## config.mk

```make
export PLATFORM = sky130hd
export DESIGN_NAME = ip_address_to_text_flat
export DESIGN_NICKNAME = d
export VERILOG_FILES = /design/src/rtl/ipa2t_pkg.sv /design/src/rtl/ipa2t_in_if.sv /design/src/rtl/ipa2t_out_if.sv /design/src/rtl/ip_address_to_text.sv /design/src/rtl/ipa2t_dd.sv /design/src/rtl/ipa2t_fmt.sv /design/src/flat_wrapper.sv
export SDC_FILE = /design/constraint.sdc
export NUM_CORES = 1
export LEC_CHECK = 0
export BUFFER_PORTS_ARGS = -buffer_cell sky130_fd_sc_hd__buf_2
export CORE_AREA = 2 2 157 120
export DETAILED_ROUTE_END_ITERATION = 8
export DIE_AREA = 0 0 159 122
export PLACE_DENSITY_LB_ADDON = 0.12
export SYNTH_ARGS = -nofsm -noshare
export SYNTH_HDL_FRONTEND = slang
export SYNTH_SLANG_ARGS = --single-unit
```

## constraint.sdc

```tcl
create_clock -name clk -period 12.6 [get_ports clk]
set_input_delay 3.78 -clock clk [delete_from_list [all_inputs] [get_ports clk]]
set_output_delay 3.78 -clock clk [all_outputs]
set_load 0.02 [all_outputs]
```

## src/rtl/ipa2t_pkg.sv

```systemverilog
`default_nettype none

package ipa2t_pkg;

  // ASCII codes used in the text
  localparam logic [6:0] CHAR_ZERO  = 7'h30;
  localparam logic [6:0] CHAR_COLON = 7'h3A;
  localparam logic [6:0] CHAR_DOT   = 7'h2E;
  localparam logic [6:0] HEX_ALPHA_BASE = 7'h57;  // 'a' - 10

  localparam int unsigned V6_WIDTH = 128;
  localparam int unsigned V4_WIDTH = 32;

  // Sequencer states
  typedef enum logic [2:0] {
    S_IDLE,
    S_V6_WORD,
    S_V6_SKIP,
    S_V6_NIB,
    S_V4_CONV,
    S_V4_DIG,
    S_V4_DOT
  } state_t;

  // One character beat from the sequencer
  typedef struct packed {
    logic       valid;
    logic [6:0] code;
    logic       last;
  } char_beat_t;

  // Control of the bit-serial binary to BCD unit
  typedef struct packed {
    logic shift;       // take one binary bit
    logic first;       // first bit of an octet: start from zero
    logic bit_in;
    logic next_digit;  // move the next BCD digit to the top
  } dd_ctrl_t;

  // Lowercase hex character for one nibble
  function automatic logic [6:0] hex_char(input logic [3:0] nib);
    logic [6:0] n7;
    n7 = {3'b000, nib};
    if (nib < 4'd10) begin
      return CHAR_ZERO + n7;
    end else begin
      return HEX_ALPHA_BASE + n7;
    end
  endfunction

endpackage

`default_nettype wire

```

## src/rtl/ipa2t_in_if.sv

```systemverilog
`default_nettype none

interface ipa2t_in_if;
  logic        valid;
  logic        ready;
  logic        is_ipv6;
  logic [63:0] addr_hi;
  logic [63:0] addr_lo;
  logic [31:0] ipv4_addr;

  modport source (output valid, is_ipv6, addr_hi, addr_lo, ipv4_addr, input ready);
  modport sink   (input valid, is_ipv6, addr_hi, addr_lo, ipv4_addr, output ready);
endinterface

`default_nettype wire

```

## src/rtl/ipa2t_out_if.sv

```systemverilog
`default_nettype none

interface ipa2t_out_if;
  logic       valid;
  logic       ready;
  logic [6:0] char_code;
  logic       last;

  modport source (output valid, char_code, last, input ready);
  modport sink   (input valid, char_code, last, output ready);
endinterface

`default_nettype wire

```

## src/rtl/ip_address_to_text.sv

```systemverilog
`default_nettype none

// Channel  Dir  Beat payload                                 Accepted when
// in_ch    in   is_ipv6, addr_hi, addr_lo, ipv4_addr          valid && ready
// out_ch   out  char_code (ASCII), last (final char of text)  valid && ready
//
// IPv6: a word step per word and a step per nibble, a zero run skipped one word
//   per cycle while the output is not stalled; the accept step comes first.
// IPv4: per octet bit-serial binary to BCD, the digit steps and a dot step
//   (none after the last octet), after the accept step.
// Reset (synchronous) returns the sequencer to idle and empties the output stage.
// A stalled output freezes the sequencer; the next address is taken as soon
//   as the final character of the current one sits in the output register.
module ip_address_to_text (
  input  wire logic   clk,
  input  wire logic   rst,
  ipa2t_in_if.sink    in_ch,
  ipa2t_out_if.source out_ch
);
  import ipa2t_pkg::*;

  char_beat_t beat;
  logic       step_en;
  logic       out_valid;
  logic [6:0] out_code;
  logic       out_last;

  // sequencer advances whenever the output register can take a beat
  assign step_en = !out_valid || out_ch.ready;

  ipa2t_fmt u_fmt (
    .clk     (clk),
    .rst     (rst),
    .in_ch   (in_ch),
    .step_en (step_en),
    .beat    (beat)
  );

  // output register
  always_ff @(posedge clk) begin
    if (rst) begin
      out_valid <= 1'b0;
    end else if (step_en) begin
      out_valid <= beat.valid;
    end
  end

  always_ff @(posedge clk) begin
    if (step_en && beat.valid) begin
      out_code <= beat.code;
      out_last <= beat.last;
    end
  end

  assign out_ch.valid     = out_valid;
  assign out_ch.char_code = out_code;
  assign out_ch.last      = out_last;

endmodule

`default_nettype wire

```

## src/rtl/ipa2t_dd.sv

```systemverilog
`default_nettype none

// Bit-serial binary to BCD (shift and add-3), three digits for one octet
module ipa2t_dd (
  input  wire logic                clk,
  input  wire ipa2t_pkg::dd_ctrl_t ctrl,
  output logic [3:0]               digit
);
  import ipa2t_pkg::*;

  logic [11:0] bcd;
  logic [11:0] base;
  logic [11:0] adj;
  logic [11:0] bcd_next;

  // add 3 to every digit of 5 or more, then shift the new bit in
  always_comb begin
    base = ctrl.first ? 12'd0 : bcd;
    for (int i = 0; i < 3; i++) begin
      adj[i*4 +: 4] = (base[i*4 +: 4] >= 4'd5) ? base[i*4 +: 4] + 4'd3 : base[i*4 +: 4];
    end
    if (ctrl.shift) begin
      bcd_next = {adj[10:0], ctrl.bit_in};
    end else if (ctrl.next_digit) begin
      bcd_next = {bcd[7:0], 4'd0};
    end else begin
      bcd_next = bcd;
    end
  end

  always_ff @(posedge clk) begin
    bcd <= bcd_next;
  end

  assign digit = bcd[11:8];

endmodule

`default_nettype wire

```

## src/rtl/ipa2t_fmt.sv

```systemverilog
`default_nettype none

// Text sequencer: walks the address a nibble (IPv6) or a bit (IPv4) at a time
module ipa2t_fmt (
  input  wire logic                  clk,
  input  wire logic                  rst,
  ipa2t_in_if.sink                   in_ch,
  input  wire logic                  step_en,
  output ipa2t_pkg::char_beat_t      beat
);
  import ipa2t_pkg::*;

  state_t                state;
  state_t                state_next;
  logic [V6_WIDTH-1:0]   sh6;
  logic [V4_WIDTH-1:0]   sh4;
  logic [2:0]            widx;
  logic [1:0]            nidx;
  logic [2:0]            bcnt;
  logic [1:0]            oidx;
  logic                  started;
  logic                  elided;
  dd_ctrl_t              dd_ctrl;
  logic [3:0]            dec_digit;

  logic [15:0] word;
  logic        word_zero;
  logic        next_zero;
  logic [3:0]  nib;
  logic        run_start;
  logic        accept;

  assign word      = sh6[V6_WIDTH-1 -: 16];
  assign word_zero = (word == 16'd0);
  assign next_zero = (sh6[V6_WIDTH-17 -: 16] == 16'd0);
  assign nib       = sh6[V6_WIDTH-1 -: 4];
  assign run_start = word_zero && !elided;

  assign in_ch.ready = (state == S_IDLE);
  assign accept      = in_ch.valid && in_ch.ready;

  ipa2t_dd u_dd (
    .clk   (clk),
    .ctrl  (dd_ctrl),
    .digit (dec_digit)
  );

  // next state
  always_comb begin
    state_next = state;
    unique case (state)
      S_IDLE: begin
        if (accept) begin
          state_next = in_ch.is_ipv6 ? S_V6_WORD : S_V4_CONV;
        end
      end
      S_V6_WORD: begin
        state_next = run_start ? S_V6_SKIP : S_V6_NIB;
      end
      S_V6_SKIP: begin
        if (widx == 3'd7) begin
          state_next = S_IDLE;
        end else if (!next_zero) begin
          state_next = S_V6_WORD;
        end
      end
      S_V6_NIB: begin
        if (nidx == 2'd3) begin
          state_next = (widx == 3'd7) ? S_IDLE : S_V6_WORD;
        end
      end
      S_V4_CONV: begin
        if (bcnt == 3'd7) begin
          state_next = S_V4_DIG;
        end
      end
      S_V4_DIG: begin
        if (nidx == 2'd2) begin
          state_next = (oidx == 2'd3) ? S_IDLE : S_V4_DOT;
        end
      end
      S_V4_DOT: begin
        state_next = S_V4_CONV;
      end
      default: begin
        state_next = S_IDLE;
      end
    endcase
  end

  // beat and BCD unit control
  always_comb begin
    beat    = '0;
    dd_ctrl = '0;
    unique case (state)
      S_IDLE: begin
      end
      S_V6_WORD: begin
        beat.valid = run_start || (widx != 3'd0);
        beat.code  = CHAR_COLON;
      end
      S_V6_SKIP: begin
        // run reaching the end closes with a second colon
        beat.valid = (widx == 3'd7);
        beat.code  = CHAR_COLON;
        beat.last  = 1'b1;
      end
      S_V6_NIB: begin
        beat.valid = (nib != 4'd0) || started || (nidx == 2'd3);
        beat.code  = hex_char(nib);
        beat.last  = (nidx == 2'd3) && (widx == 3'd7);
      end
      S_V4_CONV: begin
        dd_ctrl.shift  = step_en;
        dd_ctrl.first  = (bcnt == 3'd0);
        dd_ctrl.bit_in = sh4[V4_WIDTH-1];
      end
      S_V4_DIG: begin
        beat.valid         = (dec_digit != 4'd0) || started || (nidx == 2'd2);
        beat.code          = CHAR_ZERO + {3'b000, dec_digit};
        beat.last          = (nidx == 2'd2) && (oidx == 2'd3);
        dd_ctrl.next_digit = step_en;
      end
      S_V4_DOT: begin
        beat.valid = 1'b1;
        beat.code  = CHAR_DOT;
      end
      default: begin
      end
    endcase
  end

  // state register
  always_ff @(posedge clk) begin
    if (rst) begin
      state <= S_IDLE;
    end else if (accept || step_en) begin
      state <= state_next;
    end
  end

  // shift registers and counters
  always_ff @(posedge clk) begin
    if (rst) begin
      widx    <= 3'd0;
      nidx    <= 2'd0;
      bcnt    <= 3'd0;
      oidx    <= 2'd0;
      started <= 1'b0;
      elided  <= 1'b0;
    end else if (accept) begin
      sh6     <= {in_ch.addr_hi, in_ch.addr_lo};
      sh4     <= in_ch.ipv4_addr;
      widx    <= 3'd0;
      nidx    <= 2'd0;
      bcnt    <= 3'd0;
      oidx    <= 2'd0;
      started <= 1'b0;
      elided  <= 1'b0;
    end else if (step_en) begin
      unique case (state)
        S_V6_WORD: begin
          if (run_start) begin
            elided <= 1'b1;
          end
        end
        S_V6_SKIP: begin
          if (widx != 3'd7) begin
            sh6  <= {sh6[V6_WIDTH-17:0], 16'd0};
            widx <= widx + 3'd1;
          end
        end
        S_V6_NIB: begin
          sh6  <= {sh6[V6_WIDTH-5:0], 4'd0};
          nidx <= nidx + 2'd1;
          if (nidx == 2'd3) begin
            widx    <= widx + 3'd1;
            started <= 1'b0;
          end else if (beat.valid) begin
            started <= 1'b1;
          end
        end
        S_V4_CONV: begin
          sh4  <= {sh4[V4_WIDTH-2:0], 1'b0};
          bcnt <= bcnt + 3'd1;
        end
        S_V4_DIG: begin
          if (nidx == 2'd2) begin
            nidx    <= 2'd0;
            started <= 1'b0;
            oidx    <= oidx + 2'd1;
          end else begin
            nidx <= nidx + 2'd1;
            if (beat.valid) begin
              started <= 1'b1;
            end
          end
        end
        default: begin
        end
      endcase
    end
  end

  // final beat ends the item
  a_last_ends: assert property (@(posedge clk) disable iff (rst)
    (step_en && beat.valid && beat.last) |=> (state == S_IDLE))
    else $error("sequencer kept running after the final character");

  // once the zero run is taken it stays taken for the rest of the item
  a_elided_holds: assert property (@(posedge clk) disable iff (rst)
    (elided && state != S_IDLE) |=> (elided || state == S_IDLE))
    else $error("zero-run flag dropped inside an item");

  // skipping words only happens inside the compressed run
  a_skip_elided: assert property (@(posedge clk) disable iff (rst)
    (state == S_V6_SKIP) |-> elided)
    else $error("word skip outside the compressed run");

  // the units digit of an octet is always printed
  a_units_shown: assert property (@(posedge clk) disable iff (rst)
    (state == S_V4_DIG && nidx == 2'd2) |-> beat.valid)
    else $error("units digit suppressed");

endmodule

`default_nettype wire
```

## src/flat_wrapper.sv

```systemverilog
// flat-port wrapper written by rule: the top's interface ports become plain ports
module ip_address_to_text_flat import ipa2t_pkg::*;
  (clk, rst, in_ch_valid, in_ch_is_ipv6, in_ch_addr_hi, in_ch_addr_lo, in_ch_ipv4_addr, in_ch_ready, out_ch_valid, out_ch_char_code, out_ch_last, out_ch_ready);
  ipa2t_in_if in_ch_i ();
  ipa2t_out_if out_ch_i ();
  input  wire logic clk;
  input  wire logic rst;
  input wire logic [$bits(in_ch_i.valid)-1:0] in_ch_valid;
  input wire logic [$bits(in_ch_i.is_ipv6)-1:0] in_ch_is_ipv6;
  input wire logic [$bits(in_ch_i.addr_hi)-1:0] in_ch_addr_hi;
  input wire logic [$bits(in_ch_i.addr_lo)-1:0] in_ch_addr_lo;
  input wire logic [$bits(in_ch_i.ipv4_addr)-1:0] in_ch_ipv4_addr;
  output wire logic [$bits(in_ch_i.ready)-1:0] in_ch_ready;
  output wire logic [$bits(out_ch_i.valid)-1:0] out_ch_valid;
  output wire logic [$bits(out_ch_i.char_code)-1:0] out_ch_char_code;
  output wire logic [$bits(out_ch_i.last)-1:0] out_ch_last;
  input wire logic [$bits(out_ch_i.ready)-1:0] out_ch_ready;
  assign in_ch_i.valid = in_ch_valid;
  assign in_ch_i.is_ipv6 = in_ch_is_ipv6;
  assign in_ch_i.addr_hi = in_ch_addr_hi;
  assign in_ch_i.addr_lo = in_ch_addr_lo;
  assign in_ch_i.ipv4_addr = in_ch_ipv4_addr;
  assign in_ch_ready = in_ch_i.ready;
  assign out_ch_valid = out_ch_i.valid;
  assign out_ch_char_code = out_ch_i.char_code;
  assign out_ch_last = out_ch_i.last;
  assign out_ch_i.ready = out_ch_ready;
  ip_address_to_text u_core (.clk(clk), .rst(rst), .in_ch(in_ch_i), .out_ch(out_ch_i));
endmodule
```

# Word-level counts from Yosys, hierarchy flattened
# Cells that the tools add are included.
# word_totals
input_bits	165
regBits	196
wordCells	121
# op_classes
addsub	10
eq_ne	19
order_cmp	4
n_mux	38
reduce_logical	36
bitwise	1
# op_table
operator	n
128-bit 2-to-1 mux	3
128-bit one-hot mux with 2 select lines	1
32-bit 2-to-1 mux	3
8-bit one-hot mux with 5 select lines	1
12-bit 2-to-1 mux	3
3-bit 2-to-1 mux	12
16-bit zero test	2
3-bit one-hot mux with 7 select lines	1
3-bit == test (second input constant)	5
6-bit by 4-bit adder with 7-bit output (first input constant)	2
4-bit by 3-bit >= comparator with 1-bit output (second input constant)	3
2-bit nonzero test	5
3-bit inequality test (second input constant)	3
3-bit AND reduction	3
4-bit by 2-bit adder with 4-bit output (second input constant)	2
4-bit 2-to-1 mux	2
2-bit inequality test (second input constant)	4
4-bit AND reduction	2
4-bit nonzero test	2
7-bit by 4-bit adder with 7-bit output (first input constant)	1
1-bit logical OR	7
7-bit 2-to-1 mux	1
3-bit by 1-bit adder with 3-bit output (second input constant)	2
2-bit == test (second input constant)	3
20 further kinds	35

# Depth between registers and ports, before layout
# logic_depth
word_depth	7
depth_mapped	13
ltp_nobuf	12

# Hierarchy
# A second synthesis with hierarchy kept.
# hier_totals
cells_unflattened	871
hier_area_um2	10068.4
# by_module_without_submodules
mod	seq_area_each_um2	area_per_inst_um2	instances	cells_each
ipa2t_fmt	5104.9	8962.3	1	770
ipa2t_dd	360.3	810.8	1	88
ip_address_to_text	260.2	295.3	1	13

# Worst setup path before layout
# No wires, ideal clock.
# synth_path
path_kind	input -> register
from	in in_ch_valid
to	reg u_core.u_fmt.sh6[0] (enable)
cell_stages	4
n_path_buf	1
setup_time_ns	0.616
path_slack_ns	2.083
arrival_ns	9.901
cell_sequence	nor4b_1 -> clkbuf_1 -> nor2_1 -> nor2_1
# synth_via
elab_chain_cells	3
word_cells_on_any_way	5
classes_between	1 x eq/ne; 4 x reduce/logical
# synth_lines
item	line	source
from (decl)	flat_wrapper.sv:8	input wire logic [$bits(in_ch_i.valid)-1:0] in_ch_valid;
1-bit logical AND *	ipa2t_fmt.sv:40	assign accept = in_ch.valid && in_ch.ready;
3-bit inequality test (no line) (tied with other cells)	--	
4-bit AND reduction (no line) *	--	
to (signal assigned)	ipa2t_fmt.sv:152	sh6 <= {in_ch.addr_hi, in_ch.addr_lo};
to (signal assigned)	ipa2t_fmt.sv:169	sh6 <= {sh6[V6_WIDTH-17:0], 16'd0};
to (signal assigned)	ipa2t_fmt.sv:174	sh6 <= {sh6[V6_WIDTH-5:0], 4'd0};
to (decl)	ipa2t_fmt.sv:15	logic [V6_WIDTH-1:0] sh6;
# Mark *: on every way between the ends. The rest lies on a longest branch, timed or not.
# A chain may end at the register's enable or synchronous reset.

# Worst setup path in the final report
# layout_path
from	in in_ch_valid
to	reg u_core.u_fmt.sh6[125] (enable)
# The elaborated chain is that of the path after synthesis.

==> impl_metrics.toml <==
[outcome]
status = "finished clean"

[route]
via_per_inst = 5.55
drc = 0
drtAntennaViolNets = 0
post_drt_wl_per_cell_um = 16.2
firstDrtPassIters = 6
drtIter0Drc = 799
drt-total-wl_um = 23400
num_vias = 8002

[pwr]
power_density_nw_per_um2 = 210
pwr-share-clk_pct = 22.8
p_int_mw = 1.54
p_total_mw = 2.40
ir_drop_mv = 0.105
pwr-share-comb_pct = 31.0
seqPwrFrac_pct = 46.2
p_sw_mw = 0.856
p_leak_nw = 4.60
switching_share_pct = 35.7

[critical_path]
path_delay_family = "buffers and inverters"
worst-path-buf-inv = 4
crit_arrival_ns = 6.39
worst-r2r-setup-slack_ns = 8.64
crit_type = "in -> reg"
crit_fanout = 77
crit_top_cell = "buf_4"
crit_path_start_kind = "input pin"
endpoint_kind = "flop"
slowest_delay_ns = 0.87
cp.required_ns = 12.65
critPathSlowestCell = "buf_4"
path_cells = "buf_2 > nor4b_2 > buf_4 > nor2_1 > nor2_4 > buf_4 > buf_4"

[logic_synthesis]
syn-cell-area_um2 = 9850
avgSynthCellArea_um2 = 9.36
synth-seq-area-share_pct = 58.1
syn_inst = 1053
async_flop_share_pct = 0
syn_nets = 1233
synth_flop_cell = "edfxtp_1"
synth.ff_latch_count = 196
synth.distinct_cells = 52
synth_warnings = 0
synth-edff-count = 180

[clock_network]
ctsLongestPathBuffers = 2
cts.clk_slew.worst_paths_ns = 0.07
clk_latency_ns = 0.45
postCtsSetupBuffers = 0
htree_levels = 4
cts_resized = 0
cts_num_sinks = 196
root_buffer = "clkbuf_16"
cts_tree = "built"
cts_made_buffers = 17
cts-hold-fix-buffers = 0

[global_route]
grt_pass1_vias = 7200
grt_max_degree = 112
grt_overflow = 0
grt_first_pass_wirelength_um = 36400
antenna_found_initial = 2
grt_use_total_pct = 23.8

[sta]
drv_slew = 0
min_period_ns = 6.33
setup_ws_ns = 6.27
slew_headroom_pct = 30.8
finalSetupViolations = 0
max_freq_mhz = 158
holdWs_ns = 0.498
rsz0062_at_grt = "false"
worst_pin_slew_ns = 1.04
fin_setup_tns_ns = 0
post-route-period-util_pct = 50.3
skew_ns = 0.0216
hold_viol_final = 0

[layout]
most-common-layout-cells = "nand2_1, edfxtp_1, buf_2"
stdcell_area_um2 = 11400
nets = 1362
mostFrequentLayoutCell = "nand2_1"
fin_util_pct = 63.2
layout-drive-gt1-share_pct = 19.4
area_growth_syn_to_layout_pct = 16.0
instances_no_fill = 1443

[place]
placed_cell_area_um2 = 10800
dp_slack_ns = 5.82
portBuffers = 174
dp_hpwl_um = 15300
dp_cells = 1410
globalplace.congestion = 0.872

[job]
cap_violations = 0

[die]
start_util_pct = 54.5
num_rows = 43
core_area_um2 = 18100
die_w_um = 159
dieArea_um2 = 19400
die_y_um = 122
boundaryPins = 175

[min_path]
hold_path_class = "reg -> reg"
[synth_stat cells, types with 4 or more instances]
cell,instances,share of area [%]
nand3_1,5,0.25
a21oi_1,25,1.3
clkbuf_1,56,2.1
or2_2,4,0.25
buf_1,6,0.23
and2_1,6,0.38
nand2_1,345,13
nand2b_1,7,0.44
inv_1,17,0.65
mux2i_1,6,0.61
nor2_1,144,5.5
buf_2,10,0.51
o21ai_0,19,0.96
dfxtp_1,16,3.3
xnor2_1,7,0.62
a22o_1,13,1.2
a31oi_1,113,7.2
nor3_1,7,0.36
nor4_1,6,0.38
ha_1,15,1.9
edfxtp_1,180,55
[path summary, 6_finish.rpt]
kind                         startpoint                     to  cells past startpoint
setup / recovery            in_ch_valid  u_core.u_fmt.sh6[125]                      7
hold / removal      u_core.u_fmt.elided    u_core.u_fmt.elided                      1
setup reg to reg  u_core.u_fmt.state[1]   u_core.u_fmt.sh6[35]                      6
hold reg to reg     u_core.u_fmt.elided    u_core.u_fmt.elided                      1
[cell families (layout without fill, tap and decap cells)]
logic type / after synthesis / after routing / share of synthesized area [%]
adder cells (fa/ha/maj): 15 / 15 / 1.90
other: 0 / 1 / 0
flip-flops: 196 / 196 / 58.1
buffers and inverters: 90 / 232 / 3.59
AO/OA/AOI/OAI: 193 / 193 / 12.7
AND/OR/NAND/NOR: 541 / 541 / 22.0
multiplexers: 8 / 8 / 0.838
XOR/XNOR: 10 / 10 / 0.889
[power by group through the flow]
stage          logic (mW)  clock network (mW)  registers, mW
2_1_floorplan       0.573                   0           1.09
3_3_place_gp        0.718                   0           1.12
3_5_place_dp        0.742                   0           1.12
4_1_cts             0.745               0.554           1.10
5_1_grt             0.840               0.577           1.13
6_report            0.742               0.547           1.11
[worst register-to-register path: cells and delay by family (launching register included)]
| family | cells | cell delay, ns |
|---|---|---|
| AO/OA/AOI/OAI | 1 | 0.28 |
| flip-flops | 1 | 0.80 |
| buffers and inverters | 2 | 1.71 |
| AND/OR/NAND/NOR | 3 | 0.88 |
[registers in the layout, indices dropped and copies added (netlist names)]
| name | flops |
|---|---|
| u_core.u_fmt.widx | 3 |
| u_core.u_fmt.u_dd.bcd | 12 |
| u_core.u_fmt.elided | 1 |
| u_core.u_fmt.sh6 | 128 |
| u_core.u_fmt.oidx | 2 |
| u_core.u_fmt.bcnt | 3 |
| u_core.u_fmt.nidx | 2 |
| u_core.u_fmt.started | 1 |
| u_core.out_ch.last | 1 |
| u_core.u_fmt.state | 3 |
| u_core.out_ch.valid | 1 |
| u_core.u_fmt.sh4 | 32 |
| u_core.out_ch.char_code | 7 |
[per-layer routing]
metal	wire (µm)	global-route usage, %	part of all wire (%)	vias up
li1	-	-	-	3945
met1	11100	35.3	47	3775
met2	10600	36.4	45	265
met3	1520	4.56	6.5	17
met4	206	6.19	0.88	0
met5	0	0	0	-
[area by class of cell]
| type | count | area, µm² |
|---|---|---|
| Multi-Input combinational cell | 767 | 3810 |
| Sequential cell | 196 | 5730 |
| Antenna cell | 1 | 2.50 |
| Fill cell | 1577 | 6650 |
| Clock buffer | 17 | 425 |
| Tap cell | 247 | 309 |
| Clock inverter | 15 | 155 |
| Inverter | 17 | 63.8 |
| Timing Repair Buffer | 183 | 938 |
(Power assumes the default switching activity.)
